==> config.mk <==
export PLATFORM = sky130hd
export DESIGN_NAME = line_sensor_pi_steering
export DESIGN_NICKNAME = d
export VERILOG_FILES = /design/src/rtl/core/lsps_pkg.sv /design/src/rtl/core/lsps_front.sv /design/src/rtl/core/lsps_queue.sv /design/src/rtl/core/lsps_back.sv /design/src/rtl/core/line_sensor_pi_steering.sv
export SDC_FILE = /design/constraint.sdc
export NUM_CORES = 1
export LEC_CHECK = 0
export BUFFER_PORTS_ARGS = -buffer_cell sky130_fd_sc_hd__buf_2
export CORE_MARGIN = 2
export CORE_UTILIZATION = 40
export DETAILED_ROUTE_END_ITERATION = 10
export PLACE_DENSITY = 0.63
export SYNTH_ARGS = -nofsm -noshare
export SYNTH_HDL_FRONTEND = slang
export SYNTH_HIERARCHICAL = 1
export SYNTH_SLANG_ARGS = --single-unit
==> constraint.sdc <==
create_clock -name clk_i -period 11.2 [get_ports clk_i]
set_input_delay 0.56 -clock clk_i [delete_from_list [all_inputs] [get_ports clk_i]]
set_output_delay 0.56 -clock clk_i [all_outputs]
set_load 0.005 [all_outputs]
==> src/rtl/core/lsps_pkg.sv <==
// Shared types, constants and the pattern-to-offset table for the line sensor
// PI steering block. No dependencies.

package lsps_pkg;

  localparam int unsigned SensorCount = 8;
  localparam int unsigned SampleW     = 8;
  localparam int unsigned ErrW        = 5;
  localparam int unsigned AccW        = 16;
  localparam int unsigned PGainW      = 10;
  localparam int unsigned IGainW      = 10;
  localparam int unsigned SpeedW      = 8;
  localparam int unsigned CfgIdxW     = 3;
  localparam int unsigned CfgDataW    = 64;
  localparam int unsigned WhiteMinOnes = 4;

  // configuration register indexes
  localparam logic [CfgIdxW-1:0] REG_THRESHOLDS = 3'd0;
  localparam logic [CfgIdxW-1:0] REG_PROP_GAIN  = 3'd1;
  localparam logic [CfgIdxW-1:0] REG_INTEG_GAIN = 3'd2;
  localparam logic [CfgIdxW-1:0] REG_MAX_SPEED  = 3'd3;
  localparam logic [CfgIdxW-1:0] REG_MIN_SPEED  = 3'd4;
  localparam logic [CfgIdxW-1:0] REG_REL_MODE   = 3'd5;

  localparam logic [CfgDataW-1:0] ThresholdsReset = 64'h7070_7070_7070_7070;
  localparam logic [PGainW-1:0]   PropGainReset   = 10'd125;
  localparam logic [IGainW-1:0]   IntegGainReset  = 10'd77;
  localparam logic [SpeedW-1:0]   MaxSpeedReset   = 8'd255;
  localparam logic [SpeedW-1:0]   MinSpeedReset   = 8'd0;

  localparam logic signed [ErrW-1:0] ErrLostPos = 5'sd8;
  localparam logic signed [ErrW-1:0] ErrLostNeg = -5'sd8;

  typedef enum logic [1:0] {
    CLS_EMPTY,
    CLS_HIT,
    CLS_MISS
  } pat_cls_e;

  typedef struct packed {
    logic [SensorCount-1:0]   pattern;
    logic                     white;
    pat_cls_e                 cls;
    logic signed [ErrW-1:0]   offset;
  } lsps_item_t;

  typedef struct packed {
    logic                     hit;
    logic signed [ErrW-1:0]   offset;
  } lsps_lookup_t;

  function automatic lsps_lookup_t pattern_lookup(input logic [SensorCount-1:0] pat);
    lsps_lookup_t r;
    r.hit    = 1'b1;
    r.offset = '0;
    unique case (pat)
      8'h01:          r.offset = 5'sd7;
      8'h03, 8'h07:   r.offset = 5'sd6;
      8'h02:          r.offset = 5'sd5;
      8'h06, 8'h0E:   r.offset = 5'sd4;
      8'h04:          r.offset = 5'sd3;
      8'h0C, 8'h1C:   r.offset = 5'sd2;
      8'h08:          r.offset = 5'sd1;
      8'h18:          r.offset = 5'sd0;
      8'h10:          r.offset = -5'sd1;
      8'h30, 8'h38:   r.offset = -5'sd2;
      8'h20:          r.offset = -5'sd3;
      8'h60, 8'h70:   r.offset = -5'sd4;
      8'h40:          r.offset = -5'sd5;
      8'hC0, 8'hE0:   r.offset = -5'sd6;
      8'h80:          r.offset = -5'sd7;
      default:        r.hit    = 1'b0;
    endcase
    return r;
  endfunction

endpackage

==> src/rtl/core/lsps_front.sv <==
// Front end: thresholds the eight samples, applies white-line inversion and
// classifies the pattern through the package table. Uses lsps_pkg.

module lsps_front (
  input  logic [lsps_pkg::SampleW-1:0]  samples_i [lsps_pkg::SensorCount],
  input  logic [lsps_pkg::CfgDataW-1:0] thresholds_i,
  input  logic                          relative_mode_i,
  output lsps_pkg::lsps_item_t          item_o
);
  import lsps_pkg::*;

  logic [SensorCount-1:0] raw_pat;
  logic [SensorCount-1:0] pat;
  logic [3:0]             ones;
  logic                   white;
  lsps_lookup_t           look;

  always_comb begin
    for (int i = 0; i < SensorCount; i++) begin
      raw_pat[i] = samples_i[i] > thresholds_i[i*SampleW +: SampleW];
    end
  end

  always_comb begin
    ones = '0;
    for (int i = 0; i < SensorCount; i++) begin
      ones = ones + {3'b000, raw_pat[i]};
    end
  end

  assign white = relative_mode_i && (ones >= 4'(WhiteMinOnes));
  assign pat   = white ? ~raw_pat : raw_pat;
  assign look  = pattern_lookup(pat);

  always_comb begin
    item_o.pattern = pat;
    item_o.white   = white;
    item_o.offset  = look.offset;
    if (pat == '0) begin
      item_o.cls = CLS_EMPTY;
    end else if (look.hit) begin
      item_o.cls = CLS_HIT;
    end else begin
      item_o.cls = CLS_MISS;
    end
  end

endmodule

==> src/rtl/core/lsps_queue.sv <==
// Short FIFO of classified words between front and back end.
// Uses lsps_pkg for the word type.

module lsps_queue #(
  parameter int unsigned Depth = 2
) (
  input  logic                 clk_i,
  input  logic                 rst_ni,
  input  logic                 push_i,
  input  lsps_pkg::lsps_item_t item_i,
  output logic                 full_o,
  input  logic                 pop_i,
  output logic                 valid_o,
  output lsps_pkg::lsps_item_t item_o
);
  import lsps_pkg::*;

  localparam int unsigned PtrW = (Depth > 1) ? $clog2(Depth) : 1;
  localparam int unsigned CntW = $clog2(Depth + 1);

  lsps_item_t         mem_q [Depth];
  logic [PtrW-1:0]    wr_ptr_q, wr_ptr_d;
  logic [PtrW-1:0]    rd_ptr_q, rd_ptr_d;
  logic [CntW-1:0]    count_q, count_d;

  assign full_o  = count_q == CntW'(Depth);
  assign valid_o = count_q != '0;
  assign item_o  = mem_q[rd_ptr_q];

  always_comb begin
    wr_ptr_d = wr_ptr_q;
    rd_ptr_d = rd_ptr_q;
    count_d  = count_q;
    if (push_i) begin
      wr_ptr_d = (wr_ptr_q == PtrW'(Depth - 1)) ? '0 : wr_ptr_q + 1'b1;
    end
    if (pop_i) begin
      rd_ptr_d = (rd_ptr_q == PtrW'(Depth - 1)) ? '0 : rd_ptr_q + 1'b1;
    end
    if (push_i && !pop_i) begin
      count_d = count_q + 1'b1;
    end else if (pop_i && !push_i) begin
      count_d = count_q - 1'b1;
    end
  end

  always_ff @(posedge clk_i or negedge rst_ni) begin
    if (!rst_ni) begin
      wr_ptr_q <= '0;
      rd_ptr_q <= '0;
      count_q  <= '0;
    end else begin
      wr_ptr_q <= wr_ptr_d;
      rd_ptr_q <= rd_ptr_d;
      count_q  <= count_d;
    end
  end

  always_ff @(posedge clk_i) begin
    if (push_i) begin
      mem_q[wr_ptr_q] <= item_i;
    end
  end

endmodule

==> src/rtl/core/lsps_back.sv <==
// Back end: resolves the position error, updates the leaky integral,
// forms the drive and clamps both motor duties. Uses lsps_pkg.

module lsps_back (
  input  logic                              clk_i,
  input  logic                              rst_ni,
  input  logic                              q_valid_i,
  input  lsps_pkg::lsps_item_t              q_item_i,
  output logic                              q_pop_o,
  input  logic [lsps_pkg::PGainW-1:0]       prop_gain_i,
  input  logic [lsps_pkg::IGainW-1:0]       integ_gain_i,
  input  logic [lsps_pkg::SpeedW-1:0]       max_speed_i,
  input  logic [lsps_pkg::SpeedW-1:0]       min_speed_i,
  output logic                              out_valid_o,
  input  logic                              out_stall_i,
  output logic [lsps_pkg::SpeedW-1:0]       left_duty_o,
  output logic [lsps_pkg::SpeedW-1:0]       right_duty_o,
  output logic [lsps_pkg::SensorCount-1:0]  line_pattern_o,
  output logic                              line_is_white_o,
  output logic signed [lsps_pkg::ErrW-1:0]  position_error_o
);
  import lsps_pkg::*;

  localparam int unsigned SumW   = AccW + 1;
  localparam int unsigned ProdW  = SumW + IGainW + 1;
  localparam int unsigned QuotW  = ProdW - 8;
  localparam int unsigned PErrW  = PGainW + ErrW;
  localparam int unsigned DriveW = AccW + 1;
  localparam int unsigned DutyW  = DriveW + 1;

  // loop state
  logic signed [ErrW-1:0]   last_err_q;
  logic signed [AccW-1:0]   integ_q;

  // stage A
  logic                     a_valid_q;
  logic signed [ErrW-1:0]   a_err_q;
  logic signed [AccW-1:0]   a_integ_q;
  logic signed [PErrW-1:0]  a_perr_q;
  logic [SensorCount-1:0]   a_pat_q;
  logic                     a_white_q;

  // output register
  logic                     out_valid_q;
  logic [SpeedW-1:0]        left_q, right_q;
  logic [SensorCount-1:0]   pat_q;
  logic                     white_q;
  logic signed [ErrW-1:0]   err_q;

  logic                     out_ready, a_ready;
  logic signed [ErrW-1:0]   err_d;
  logic signed [SumW-1:0]   sum;
  logic signed [ProdW-1:0]  prod;
  logic signed [QuotW-1:0]  quot;
  logic signed [AccW-1:0]   integ_d;
  logic signed [PErrW-1:0]  perr;
  logic signed [DriveW-1:0] drive;
  logic signed [DutyW-1:0]  left_raw, right_raw;
  logic [SpeedW-1:0]        left_d, right_d;

  assign out_ready = !out_valid_q || !out_stall_i;
  assign a_ready   = !a_valid_q || out_ready;
  assign q_pop_o   = q_valid_i && a_ready;

  always_comb begin
    case (q_item_i.cls)
      CLS_EMPTY: begin
        if (last_err_q < 0) begin
          err_d = ErrLostNeg;
        end else if (last_err_q > 0) begin
          err_d = ErrLostPos;
        end else begin
          err_d = '0;
        end
      end
      CLS_HIT:  err_d = q_item_i.offset;
      default:  err_d = last_err_q;
    endcase
  end

  // integral: trunc toward zero of (acc + err) * gain / 256, saturated
  always_comb begin
    sum  = SumW'(integ_q) + SumW'(err_d);
    prod = ProdW'(sum) * ProdW'($signed({1'b0, integ_gain_i}));
    quot = QuotW'(prod >>> 8);
    if (prod < 0 && prod[7:0] != '0) begin
      quot = quot + 1'b1;
    end
    if (quot > QuotW'(32767)) begin
      integ_d = 16'sh7FFF;
    end else if (quot < -QuotW'(32768)) begin
      integ_d = -16'sh8000;
    end else begin
      integ_d = AccW'(quot);
    end
    perr = PErrW'($signed({1'b0, prop_gain_i})) * PErrW'(err_d);
  end

  function automatic logic [SpeedW-1:0] clamp_duty(input logic signed [DutyW-1:0] v,
                                                   input logic [SpeedW-1:0] lo,
                                                   input logic [SpeedW-1:0] hi);
    logic signed [DutyW-1:0] t;
    t = (v < $signed({{(DutyW-SpeedW){1'b0}}, lo})) ?
        $signed({{(DutyW-SpeedW){1'b0}}, lo}) : v;
    if (t > $signed({{(DutyW-SpeedW){1'b0}}, hi})) begin
      t = $signed({{(DutyW-SpeedW){1'b0}}, hi});
    end
    return t[SpeedW-1:0];
  endfunction

  always_comb begin
    drive     = DriveW'(a_perr_q) + DriveW'(a_integ_q);
    left_raw  = $signed({{(DutyW-SpeedW){1'b0}}, max_speed_i}) + DutyW'(drive);
    right_raw = $signed({{(DutyW-SpeedW){1'b0}}, max_speed_i}) - DutyW'(drive);
    left_d    = clamp_duty(left_raw, min_speed_i, max_speed_i);
    right_d   = clamp_duty(right_raw, min_speed_i, max_speed_i);
  end

  always_ff @(posedge clk_i or negedge rst_ni) begin
    if (!rst_ni) begin
      last_err_q  <= '0;
      integ_q     <= '0;
      a_valid_q   <= 1'b0;
      out_valid_q <= 1'b0;
    end else begin
      if (q_pop_o) begin
        last_err_q <= err_d;
        integ_q    <= integ_d;
      end
      if (a_ready) begin
        a_valid_q <= q_pop_o;
      end
      if (out_ready) begin
        out_valid_q <= a_valid_q;
      end
    end
  end

  always_ff @(posedge clk_i) begin
    if (q_pop_o) begin
      a_err_q   <= err_d;
      a_integ_q <= integ_d;
      a_perr_q  <= perr;
      a_pat_q   <= q_item_i.pattern;
      a_white_q <= q_item_i.white;
    end
    if (out_ready && a_valid_q) begin
      left_q  <= left_d;
      right_q <= right_d;
      pat_q   <= a_pat_q;
      white_q <= a_white_q;
      err_q   <= a_err_q;
    end
  end

  assign out_valid_o      = out_valid_q;
  assign left_duty_o      = left_q;
  assign right_duty_o     = right_q;
  assign line_pattern_o   = pat_q;
  assign line_is_white_o  = white_q;
  assign position_error_o = err_q;

endmodule

==> src/rtl/core/line_sensor_pi_steering.sv <==
// Top level of the line sensor PI steering controller: configuration
// registers, front end, word queue and back end. Uses lsps_pkg.
//
// Usage:
//  - Input channel: in_valid_i with sample_0_i..sample_7_i; a word is taken
//    on a rising edge with in_valid_i high and in_stall_o low.
//  - Output channel: out_valid_o with the duties, pattern, white flag and
//    position error; a word leaves on an edge with out_stall_i low.
//  - Config: cfg_we_i writes cfg_wdata_i to register cfg_index_i
//    (0 thresholds, 1 prop gain, 2 integ gain, 3 max, 4 min, 5 relative).
//    Unknown indexes are ignored. Write only while the block is empty.
//  - Path: a word goes from the queue through stage A to the output register.
//  - Throughput: one word per cycle without a receiver stall; the back end
//    updates error and integral at the pop; consecutive words never wait on it.
//  - Receiver stall: the output register holds, the back end stops, the
//    queue (QueueDepth words) fills, then in_stall_o rises.
//  - Reset: clears config to defaults, the last error and the integral,
//    and empties the queue and pipeline.

module line_sensor_pi_steering #(
  parameter int unsigned QueueDepth = 2
) (
  input  logic                                clk_i,
  input  logic                                rst_ni,
  input  logic                                cfg_we_i,
  input  logic [lsps_pkg::CfgIdxW-1:0]        cfg_index_i,
  input  logic [lsps_pkg::CfgDataW-1:0]       cfg_wdata_i,
  input  logic                                in_valid_i,
  output logic                                in_stall_o,
  input  logic [lsps_pkg::SampleW-1:0]        sample_0_i,
  input  logic [lsps_pkg::SampleW-1:0]        sample_1_i,
  input  logic [lsps_pkg::SampleW-1:0]        sample_2_i,
  input  logic [lsps_pkg::SampleW-1:0]        sample_3_i,
  input  logic [lsps_pkg::SampleW-1:0]        sample_4_i,
  input  logic [lsps_pkg::SampleW-1:0]        sample_5_i,
  input  logic [lsps_pkg::SampleW-1:0]        sample_6_i,
  input  logic [lsps_pkg::SampleW-1:0]        sample_7_i,
  output logic                                out_valid_o,
  input  logic                                out_stall_i,
  output logic [lsps_pkg::SpeedW-1:0]         left_duty_o,
  output logic [lsps_pkg::SpeedW-1:0]         right_duty_o,
  output logic [lsps_pkg::SensorCount-1:0]    line_pattern_o,
  output logic                                line_is_white_o,
  output logic signed [lsps_pkg::ErrW-1:0]    position_error_o
);
  import lsps_pkg::*;

  logic [CfgDataW-1:0] thresholds_q;
  logic [PGainW-1:0]   prop_gain_q;
  logic [IGainW-1:0]   integ_gain_q;
  logic [SpeedW-1:0]   max_speed_q;
  logic [SpeedW-1:0]   min_speed_q;
  logic                relative_mode_q;

  logic [SampleW-1:0]  samples [SensorCount];
  lsps_item_t          front_item;
  lsps_item_t          q_item;
  logic                q_full, q_valid, q_pop, push;

  always_ff @(posedge clk_i or negedge rst_ni) begin
    if (!rst_ni) begin
      thresholds_q    <= ThresholdsReset;
      prop_gain_q     <= PropGainReset;
      integ_gain_q    <= IntegGainReset;
      max_speed_q     <= MaxSpeedReset;
      min_speed_q     <= MinSpeedReset;
      relative_mode_q <= 1'b0;
    end else if (cfg_we_i) begin
      unique case (cfg_index_i)
        REG_THRESHOLDS: thresholds_q    <= cfg_wdata_i;
        REG_PROP_GAIN:  prop_gain_q     <= cfg_wdata_i[PGainW-1:0];
        REG_INTEG_GAIN: integ_gain_q    <= cfg_wdata_i[IGainW-1:0];
        REG_MAX_SPEED:  max_speed_q     <= cfg_wdata_i[SpeedW-1:0];
        REG_MIN_SPEED:  min_speed_q     <= cfg_wdata_i[SpeedW-1:0];
        REG_REL_MODE:   relative_mode_q <= cfg_wdata_i[0];
        default: ;
      endcase
    end
  end

  assign samples[0] = sample_0_i;
  assign samples[1] = sample_1_i;
  assign samples[2] = sample_2_i;
  assign samples[3] = sample_3_i;
  assign samples[4] = sample_4_i;
  assign samples[5] = sample_5_i;
  assign samples[6] = sample_6_i;
  assign samples[7] = sample_7_i;

  assign in_stall_o = q_full;
  assign push       = in_valid_i && !q_full;

  lsps_front u_front (
    .samples_i       (samples),
    .thresholds_i    (thresholds_q),
    .relative_mode_i (relative_mode_q),
    .item_o          (front_item)
  );

  lsps_queue #(
    .Depth (QueueDepth)
  ) u_queue (
    .clk_i   (clk_i),
    .rst_ni  (rst_ni),
    .push_i  (push),
    .item_i  (front_item),
    .full_o  (q_full),
    .pop_i   (q_pop),
    .valid_o (q_valid),
    .item_o  (q_item)
  );

  lsps_back u_back (
    .clk_i            (clk_i),
    .rst_ni           (rst_ni),
    .q_valid_i        (q_valid),
    .q_item_i         (q_item),
    .q_pop_o          (q_pop),
    .prop_gain_i      (prop_gain_q),
    .integ_gain_i     (integ_gain_q),
    .max_speed_i      (max_speed_q),
    .min_speed_i      (min_speed_q),
    .out_valid_o      (out_valid_o),
    .out_stall_i      (out_stall_i),
    .left_duty_o      (left_duty_o),
    .right_duty_o     (right_duty_o),
    .line_pattern_o   (line_pattern_o),
    .line_is_white_o  (line_is_white_o),
    .position_error_o (position_error_o)
  );

endmodule
After elaboration in Yosys (flattened, before gate mapping)
Memory sizes are Yosys's and may differ from the RTL's.
Cells that the tools add are included.
{ "classes": {"add_sub_neg": 16, "mul": 2, "n_lt_le_gt_ge": 18, "n_eq_ne": 28, "n_mux": 21, "bitwise_logic": 1, "reduce_logical": 34} }
{ "ops": {"columns": ["cell", "count"], "rows": [
  ["$pmux W5 S14", 1],
  ["$gt A8 B8 Y1", 8],
  ["$gt A18 B9 Y1", 2],
  ["$lt A18 B9 Y1", 2],
  ["$mux W18", 2],
  ["$mux W16", 2],
  ["$lt A28 B1 Y1 const B", 1],
  ["$mul A17 B11 Y28", 1],
  ["$add A4 B1 Y4", 6],
  ["$eq A8 B3 Y1 const B", 3],
  ["$eq A8 B4 Y1 const B", 3],
  ["$eq A8 B5 Y1 const B", 3],
  ["$eq A8 B6 Y1 const B", 3],
  ["$eq A8 B7 Y1 const B", 3],
  ["$eq A8 B8 Y1 const B", 3],
  ["$mux W8", 3],
  ["$reduce_or A21 Y1", 1],
  ["$add A20 B1 Y20 const B", 1],
  ["$gt A20 B16 Y1 const B", 1],
  ["$lt A20 B16 Y1 const B", 1],
  ["$mux W20", 1],
  ["$add A9 B17 Y18", 1],
  ["$sub A9 B17 Y18", 1],
  ["$add A15 B16 Y17", 1],
  ["other kinds (32)", 66]
]} }
{ "word_totals": {"regBits": 203, "mem_bits_rw": 32, "input_bits": 136, "out_inout_bits": 32, "elab_cells": 144, "mem_count": 1} }
{ "memory_table": {"columns": ["name", "words", "word_bits", "rd", "rd_ports_with_merged_regs", "wr", "line", "text"], "rows": [
  ["u_queue.mem_q", 2, 16, 1, 0, 1, "lsps_queue.sv:21", "lsps_item_t mem_q [Depth];"]
]} }

Depth between registers and ports, before layout
Gate-level depths: netlist of the first run.
{ "depth": {"depth_word": 16, "depth_mapped": 45} }

Cells and area by module
The synthesis of the first run kept the hierarchy.
{ "modules_own_cells": {"columns": ["module", "instances", "cells_per_inst", "area_per_inst_um2", "seq_area_each_um2"], "rows": [
  ["lsps_back", 1, 1758, 15989.1, 2827.7],
  ["line_sensor_pi_steering", 1, 219, 4162.7, 2580.0],
  ["lsps_front", 1, 343, 2627.5, 0.0],
  ["lsps_queue", 1, 66, 1395.1, 1061.0]
]} }

Worst setup path after synthesis of the first run
Ideal clock, no wire load.
{ "synth_timing": {"kind": "reg-to-reg", "start": "register u_queue.rd_ptr_q", "end": "register u_back.a_integ_q[2] (data pin)", "setup_ns": 0.256, "arrival_time_ns": 9.508, "required_time_ns": 10.944, "setup_slack_ns": 1.436, "stages_incl_launch_ff": 45, "path_buffers": 5, "path_cell_list": "dfrtp_1 -> buf_6 -> buf_12 -> mux2_4 -> nand2_1 -> nor2_1 -> a21oi_1 -> clkbuf_1 -> inv_1 -> ha_1 -> fa_1 -> nand3_1 -> a21boi_0 -> o21ai_0 -> a21boi_0 -> o21ai_0 -> a21boi_0 -> o21ai_0 -> (+9 left out) -> fa_1 -> inv_1 -> fa_1 -> inv_1 -> fa_1 -> inv_1 -> ha_1 -> a21oi_1 -> nor4b_2 -> o2bb2ai_1 -> a31o_2 -> xnor2_1 -> or3_1 -> o31a_1 -> o221a_2 -> buf_6 -> o211ai_2 -> nand2_1"} }
{ "synth_lines": {"columns": ["item", "line", "text"], "rows": [
  ["start: declaration", "lsps_queue.sv:23", "logic [PtrW-1:0] rd_ptr_q, rd_ptr_d;"],
  ["start signal: assignment", "lsps_queue.sv:54", "rd_ptr_q <= rd_ptr_d;"],
  ["end signal: assignment", "lsps_back.sv:142", "a_integ_q <= integ_d;"],
  ["end: declaration", "lsps_back.sv:38", "logic signed [AccW-1:0] a_integ_q;"]
]} }

==> impl_metrics.ini, run 1 <==
[run_status]
outcome = finished clean

[synth]
ys_ff_latch = 235
ys.flop_type = edfxtp_1
async_flop_share = 0.545
synth_edf_count = 107
synth.top_cell.area_share = 0.153
synthCells = 2386
synth_area_per_cell_sq_um = 10.1
syn_nets = 2949
synth_top_cell_by_area = fa_1
ys_seq_area_frac = 0.268
synth_area_leaders = fa_1 15%, edfxtp_1 13%, ha_1 13%
netlist_area_sq_mm = 0.0242
ys_types = 112
yosys_warnings = 6

[timing]
fmax_ghz = 0.0955
fin_skew_ns = 0.0519
rsz0062_at_grt = false
slew_viol_final = 0
hold_viol = 0
tightest_slew_ns = 1.27
period_minus_slack_ns = 10.47
finalSetupViolCount = 0
fin_setup_tns_ns = 0
finalCritPeriodShare = 0.935
relSlewSlack = 0.149

[flow_run]
drv_cap = 0

[detailed_routing]
drt_wl_total_um = 57400
via_per_inst = 5.33
drc = 0
dr.first_iter.drc_count = 1177
routedWlPerCell_um = 17.2
vias = 17800
drtPass1Iterations = 8
drtAntennaViolNets = 0

[placement]
port-buffer-count = 167
dp_cells = 3277
dp_hpwl_um = 45300
gp_congestion = 0.876

[clock_network]
cts_buffer_depth = 3
h-tree-depth = 1
cts_tree = done
numClockSinks = 235
clk_latency_ns = 0.59
cts_buffers = 28
clk_pin_slew_ns = 0.06
cts-root-buf = clkbuf_16

[die]
initial_utilization = 0.403
io_pins = 168
dieArea_sq_mm = 0.0624
dieHeight_um = 250
die_w_um = 250
rows = 90
core_area_sq_mm = 0.0600

[grt]
grt_pass1_vias = 18500
gr-usage-all-layers = 0.185
grt_first_pass_wirelength_um = 94500
antenna_found_initial = 11
grt_max_degree = 87
overflow = 0

[cells_and_area]
fin_cells = 3333
final_cell_mix = 334 x inv_1, 242 x ha_1, 185 x fa_1, 171 x nand2_1, 166 x buf_2
drive_above_1_share = 0.199
nets = 3091
area_growth_pct = 10.6
utilization = 0.446
final_common_cell = inv_1

[critical_path]
slowest_stage = fa_1
reg2reg_setup_slack_ns = 0.73
critPathKind = reg2reg
reg2reg_depth = 41
r2r_end = u_back/integ_q[11]
cp_max_fo = 30
crit_required_ns = 11.67
end_kind = flop
startpoint_type = flop
r2r_start = u_queue/rd_ptr_q
max_stage_delay_ns = 0.64
crit_arrival_ns = 10.94

[hold_path]
whs_path_depth = 2
hold_path_end = thresholds_q[25]
worstHoldStart = cfg_wdata_i[25]
hold_path.class = in2reg
==> layer usage <==
layer,GRT usage,wire [um],share of wire,up-vias
li1,-,-,-,8444
met1,0.238,25100,0.44,8736
met2,0.319,27400,0.48,470
met3,0.0396,3630,0.063,104
met4,0.0420,1260,0.022,12
met5,0.000772,76,0.0013,-
==> how the worst max path moves through the flow <==
stage / cells past startpoint / endpoint / slack (ns) / from
2_1_floorplan: 44 / u_back/a_integ_q[2] / 1.44 / u_queue/rd_ptr_q
3_3_place_gp: 41 / u_back/a_integ_q[2] / 0.74 / u_queue/rd_ptr_q
3_5_place_dp: 41 / u_back/a_integ_q[4] / 0.44 / u_queue/rd_ptr_q
4_1_cts: 41 / u_back/a_integ_q[4] / 0.35 / u_queue/rd_ptr_q
5_1_grt: 41 / u_back/integ_q[11] / 0.04 / u_queue/rd_ptr_q
6_report: 41 / u_back/integ_q[11] / 0.73 / u_queue/rd_ptr_q
==> cells in the mapped netlist (9+ instances only) <==
cell type  instances
fa_1             185
clkbuf_1          49
dfrtp_1           86
or2_2             12
nand2_1          171
ha_1             242
nand2b_1          19
inv_1            334
a211oi_1          17
nor3_1            26
a21boi_0          10
o21ai_2           10
a21o_1            27
nor2_1           109
dfstp_2           42
a21oi_1          102
o21a_1            24
mux2_2            63
a31oi_1           29
edfxtp_1         107
nor2b_1           55
xnor2_1           74
buf_4              9
nand3_1           51
xor2_1            20
o211ai_1          14
nand4_1           26
o21ai_0           70
and2_1           107
or3_1              9
mux2_4            76
and3_1             9
==> cells by family (layout without fill, tap and decap cells) <==
kind of cell / Yosys count / in the layout / synth area share
xor+xnor: 96 / 96 / 0.0363
compound gates: 397 / 397 / 0.114
mux: 152 / 152 / 0.0822
fa+ha+maj: 427 / 427 / 0.278
flops: 235 / 235 / 0.268
buf+inv: 419 / 583 / 0.0736
simple gates: 660 / 660 / 0.148
other cells: 0 / 1 / 0
==> flip-flops by register name (all words and copies together), names as in the netlist, 2 cells and up <==
name                     flops
integ_gain_q                10
max_speed_q                  8
min_speed_q                  8
prop_gain_q                 10
thresholds_q                64
u_back/a_err_q               5
u_back/a_integ_q            16
u_back/a_pat_q               8
u_back/a_perr_q             15
u_back/integ_q              16
u_back/last_err_q            5
u_back/left_duty_o           8
u_back/line_pattern_o        8
u_back/position_error_o      5
u_back/right_duty_o          8
u_queue/count_q              2
u_queue/mem_q               32
==> critical path, delay by kind of cell, from the launching register on <==
kind | cells | cell delay [ns]
compound gates | 16 | 3.22
xor+xnor | 1 | 0.21
fa+ha+maj | 8 | 3.82
buf+inv | 8 | 1.02
flops | 1 | 0.39
mux | 1 | 0.32
simple gates | 7 | 1.33
==> metrics by stage <==
stage | cell area (sq um) | setup WS, ns | hold WS (ns)
detailed placement | 25700 | 0.439 | 0.405
global route | 26700 | 0.0430 | 0.166
finish | 26700 | 0.726 | 0.191
floorplan | 24200 | 1.44 | 0.264
CTS | 26700 | 0.345 | 0.167
global placement | 25700 | 0.737 | 0.408
==> layout make-up <==
| class | count | area (sq um) |
|---|---|---|
| timing repair buffer | 193 | 1040 |
| fill | 5605 | 33300 |
| clock buffer | 33 | 759 |
| sequential | 235 | 6470 |
| multi-input combinational | 1732 | 16000 |
| antenna | 1 | 2.50 |
| tap | 782 | 978 |
| clock inverter | 19 | 211 |
| inverter | 338 | 1270 |
==> what timing repair did <==
action | 4_1_cts | 5_1_grt
setup buffers | 0 | 2
gates resized for setup | 0 | 7
hold buffers | 1 | 0
hold endpoints to repair | 11 | 0
setup endpoints to repair | 0 | 30
Power of run 1 is left out: the tool's default activity adds up to more than one toggle a clock period on the data nets, which glitch-free logic cannot reach.
==> run 2: changes to the inputs <==
CELL_PAD_IN_SITES_DETAIL_PLACEMENT = 1   (was unset)
CELL_PAD_IN_SITES_GLOBAL_PLACEMENT = 1   (was unset)
PLACE_DENSITY = 0.75   (was 0.63)
==> impl_metrics.ini, run 2 (synthesized netlist as in run 1, its figures left out) <==
[run_status]
outcome = finished clean

[die]
initial_utilization = 0.403
dieHeight_um = 250
core_area_sq_mm = 0.0600
rows = 90
die_w_um = 250
io_pins = 168
dieArea_sq_mm = 0.0624

[clock_network]
clk_latency_ns = 0.57
numClockSinks = 235
cts_tree = done
cts_buffer_depth = 3
postCtsSetupBuffers = 0
clk_pin_slew_ns = 0.06
cts-resized-gates = 0
cts_buffers = 27
cts-root-buf = clkbuf_16
h-tree-depth = 1
cts_hold_buffers = 0

[critical_path]
reg2reg_setup_slack_ns = 0.66
crit_arrival_ns = 11.01
reg2reg_depth = 41
slowest_stage = fa_2
r2r_end = u_back/integ_q[14]
critPathKind = reg2reg
max_stage_delay_ns = 0.64
r2r_start = u_queue/rd_ptr_q
cpMostUsedCell = inv_1
end_kind = flop
crit_required_ns = 11.68
cp_max_fo = 30
startpoint_type = flop

[detailed_routing]
drtAntennaViolNets = 0
via_per_inst = 5.36
drtPass1Iterations = 5
drc = 0
drt_wl_total_um = 64300
routedWlPerCell_um = 19.3
dr.first_iter.drc_count = 828
vias = 17900

[timing]
rsz0062_at_grt = false
worst_hold_slack_ns = 0.0169
relSlewSlack = 0.174
slew_viol_final = 0
fin_setup_tns_ns = 0
finalSetupViolCount = 0
hold_viol = 0
period_minus_slack_ns = 10.54
tightest_slew_ns = 1.23
fin_skew_ns = 0.0199
finalCritPeriodShare = 0.941
fmax_ghz = 0.0949

[cells_and_area]
final_cell_mix = 334 x inv_1, 242 x ha_1, 184 x fa_1, 171 x nand2_1, 166 x buf_2
top_regs = thresholds_q x64, u_queue/mem_q x32
fin_area_sq_mm = 0.0267
regMostFlops = thresholds_q
drive_above_1_share = 0.196
nets = 3088
final_common_cell = inv_1
largest_reg_flops = 64
area_growth_pct = 10.4
fillers = 6732

[grt]
grt_first_pass_wirelength_um = 104000
antenna_found_initial = 11
gr-usage-all-layers = 0.206
overflow = 0
grt_pass1_vias = 19800
grt_max_degree = 87

[hold_path]
hold_path.class = in2async

[placement]
placed_cell_area_sq_mm = 0.0257
port-buffer-count = 167
gp_congestion = 0.881
dp_hpwl_um = 50700

[flow_run]
drv_cap = 0
==> run 2: cell count changes in the layout (fill, tap and decap cells not counted), sizes merged <==
cell         change
clkbuf           +2
diode            +7
clkinvlp         -2
inv              +4
dlygate4sd3      -1
clkinv           -6
buf              -1
==> run 2: how the worst max path moves through the flow <==
| stage | startpoint | to | depth (start not counted) |
|---|---|---|---|
| finish | u_queue/rd_ptr_q | u_back/integ_q[14] | 41 |
| global route | u_queue/rd_ptr_q | u_back/integ_q[5] | 41 |
| CTS | u_queue/rd_ptr_q | u_back/a_integ_q[0] | 35 |
| detailed placement | u_queue/rd_ptr_q | u_back/a_integ_q[0] | 35 |
| global placement | u_queue/rd_ptr_q | u_back/a_integ_q[0] | 34 |
| floorplan | u_queue/rd_ptr_q | u_back/a_integ_q[2] | 44 |
==> run 2: metal layers <==
| layer | GRT usage | share of wire |
|---|---|---|
| met5 | 0 | 0.00078 |
| met1 | 0.258 | 0.43 |
| met2 | 0.368 | 0.50 |
| met3 | 0.0380 | 0.046 |
| met4 | 0.0441 | 0.021 |
==> run 2: layout make-up <==
cell class / instances / area (sq um) / share of cell area
antenna: 8 / 20.0 / 0.000750
clock buffer: 35 / 706 / 0.0265
clock inverter: 15 / 181 / 0.00680
inverter: 338 / 1270 / 0.0477
multi-input combinational: 1732 / 16000 / 0.601
sequential: 235 / 6470 / 0.243
tap: 782 / 978 / 0.0367
timing repair buffer: 191 / 1020 / 0.0383
==> run 2: critical path, delay by kind of cell (launching register included) <==
kind / cells / cell delay (ns)
multiplexers: 1 / 0.40
AND/OR/NAND/NOR: 8 / 1.67
flip-flops: 1 / 0.47
XOR/XNOR: 1 / 0.08
buffers and inverters: 8 / 1.03
AO/OA/AOI/OAI: 15 / 2.90
adder cells (fa/ha/maj): 8 / 3.83
==> run 2: through the flow <==
step	cells	utilization	setup slack [ns]
floorplan	2386	-	1.44
global placement	3278	0.428	0.822
detailed placement	3278	0.428	0.260
CTS	3328	0.443	0.163
global route	3329	0.444	0.0330
finish	3336	0.444	0.665
Power of run 2 is left out for the same reason.
==> run 3: changes to the inputs <==
CAP_MARGIN = 40   (was unset)
PLACE_DENSITY = 0.77   (was 0.75)
SLEW_MARGIN = 5   (was unset)
clock period = 9.5 ns   (was 11.2 ns; I/O delays follow)
==> impl_metrics.ini, run 3 (synthesized netlist as in run 1, its figures left out) <==
[detailed_routing]
wl_met1_um = 29800
dr.first_iter.drc_count = 975
drt_wl_total_um = 75000
wl_met2_um = 39600
drtPass1Iterations = 5
highest_layer = met4
wl_met3_um = 2460
vias = 19300
drc = 0
drtAntennaViolNets = 0
routedWlPerCell_um = 21.4
via_per_inst = 5.52

[cells_and_area]
largest_reg_flops = 64
area_growth_pct = 19.0
regMostFlops = thresholds_q
drive_above_1_share = 0.280
utilization = 0.479
top_regs = thresholds_q x64, u_queue/mem_q x32
final_cell_mix = 329 x inv_1, 231 x ha_1, 182 x fa_1, 170 x buf_4, 166 x buf_2
fin_cells = 3503
final_common_cell = inv_1
nets = 3257

[placement]
dp_hpwl_um = 54900
port-buffer-count = 167
dp_cells = 3385
gp_congestion = 0.874

[run_status]
outcome = complete, but fails checks
violations = setup timing

[clock_network]
cts_buffers = 27
cts_buffer_depth = 3
clk_latency_ns = 0.58
cts-root-buf = clkbuf_16
clk_pin_slew_ns = 0.07
h-tree-depth = 1
cts_tree = done
numClockSinks = 235

[flow_run]
drv_cap = 0

[grt]
antenna_found_initial = 8
grt_first_pass_wirelength_um = 114000
overflow = 0
grt_max_degree = 76
gr-usage-all-layers = 0.227
grt_pass1_vias = 21400

[die]
io_pins = 168
initial_utilization = 0.403
dieArea_sq_mm = 0.0624
dieHeight_um = 250
rows = 90
die_w_um = 250
core_area_sq_mm = 0.0600

[hold_path]
whs_path_depth = 2
hold_path_end = thresholds_q[15]
hold_path.class = in2reg
worstHoldStart = cfg_wdata_i[15]

[timing]
fin_setup_tns_ns = -7.15
worst_hold_slack_ns = 0.131
fin_skew_ns = 0.0338
tightest_slew_ns = 0.899
finalCritPeriodShare = 1.04
fmax_ghz = 0.102
rsz0062_at_grt = true
period_minus_slack_ns = 9.83
finalSetupViolCount = 32
relSlewSlack = 0.396
slew_viol_final = 0
setup_slack_ns = -0.334
hold_viol = 0

[critical_path]
crit_arrival_ns = 10.15
reg2reg_setup_slack_ns = -0.33
reg2reg_depth = 39
path_buf_inv = 7
startpoint_type = flop
crit_required_ns = 9.82
cp_max_fo = 8
cpMostUsedCell = fa_1
critPathTopFamily = compound AO/OA/AOI/OAI gates
r2r_start = u_queue/rd_ptr_q
slowest_stage = fa_1
max_stage_delay_ns = 0.60
end_kind = flop
r2r_end = u_back/a_integ_q[1]
critPathKind = reg2reg
[run 3: through the flow]
| stage | instance area, sq um | setup slack (ns) |
|---|---|---|
| 6_report | 28800 | -0.334 |
| 5_1_grt | 28800 | -0.623 |
| 4_1_cts | 28200 | 0.00204 |
| 3_5_place_dp | 26700 | -0.691 |
| 3_3_place_gp | 26500 | -0.240 |
| 2_1_floorplan | 24200 | 0.0172 |
[run 3: how the worst max path moves through the flow]
stage | startpoint | end | cells past startpoint | slack (ns)
floorplan | u_queue/rd_ptr_q | u_back/a_integ_q[2] | 44 | 0.02
global placement | u_queue/rd_ptr_q | u_back/a_integ_q[8] | 40 | -0.24
finish | u_queue/rd_ptr_q | u_back/a_integ_q[1] | 39 | -0.33
detailed placement | u_queue/rd_ptr_q | u_back/integ_q[1] | 38 | -0.69
global route | u_queue/rd_ptr_q | u_back/a_integ_q[1] | 39 | -0.62
CTS | u_queue/rd_ptr_q | u_back/integ_q[2] | 41 | 0.002
[run 3: final cells by class]
cell class	instances	area, sq um
fillers	6669	31200
multi-input cells	1733	16600
flip-flops and latches	235	6470
repair buffers	359	2490
inverters	338	1280
well taps	782	978
clock buffers	33	708
clock inverters	17	195
diodes	6	15.0
[run 3: metal layers]
layer | track usage | vias up
li1 | - | 8773
met1 | 0.267 | 9884
met2 | 0.426 | 501
met3 | 0.0186 | 180
met4 | 0.0880 | 0
met5 | 0 | -
[run 3: what timing repair did]
item                                   in CTS  in global routing
pin swaps                                  52                 64
buffers inserted                           34                 26
setup endpoints to repair                  32                 32
endpoints found under the hold margin      38                  0
cloned                                      2                  1
hold buffers                                1                  0
resized for setup                          73                 79
[run 3: worst register-to-register path, delay by kind of cell, from the launching register on]
kind / cells / cell delay [ns]
fa+ha+maj: 7 / 3.31
mux: 1 / 0.35
xor+xnor: 1 / 0.07
flops: 1 / 0.47
compound gates: 16 / 3.44
buf+inv: 7 / 0.88
simple gates: 7 / 1.11
Power of run 3 is left out for the same reason.
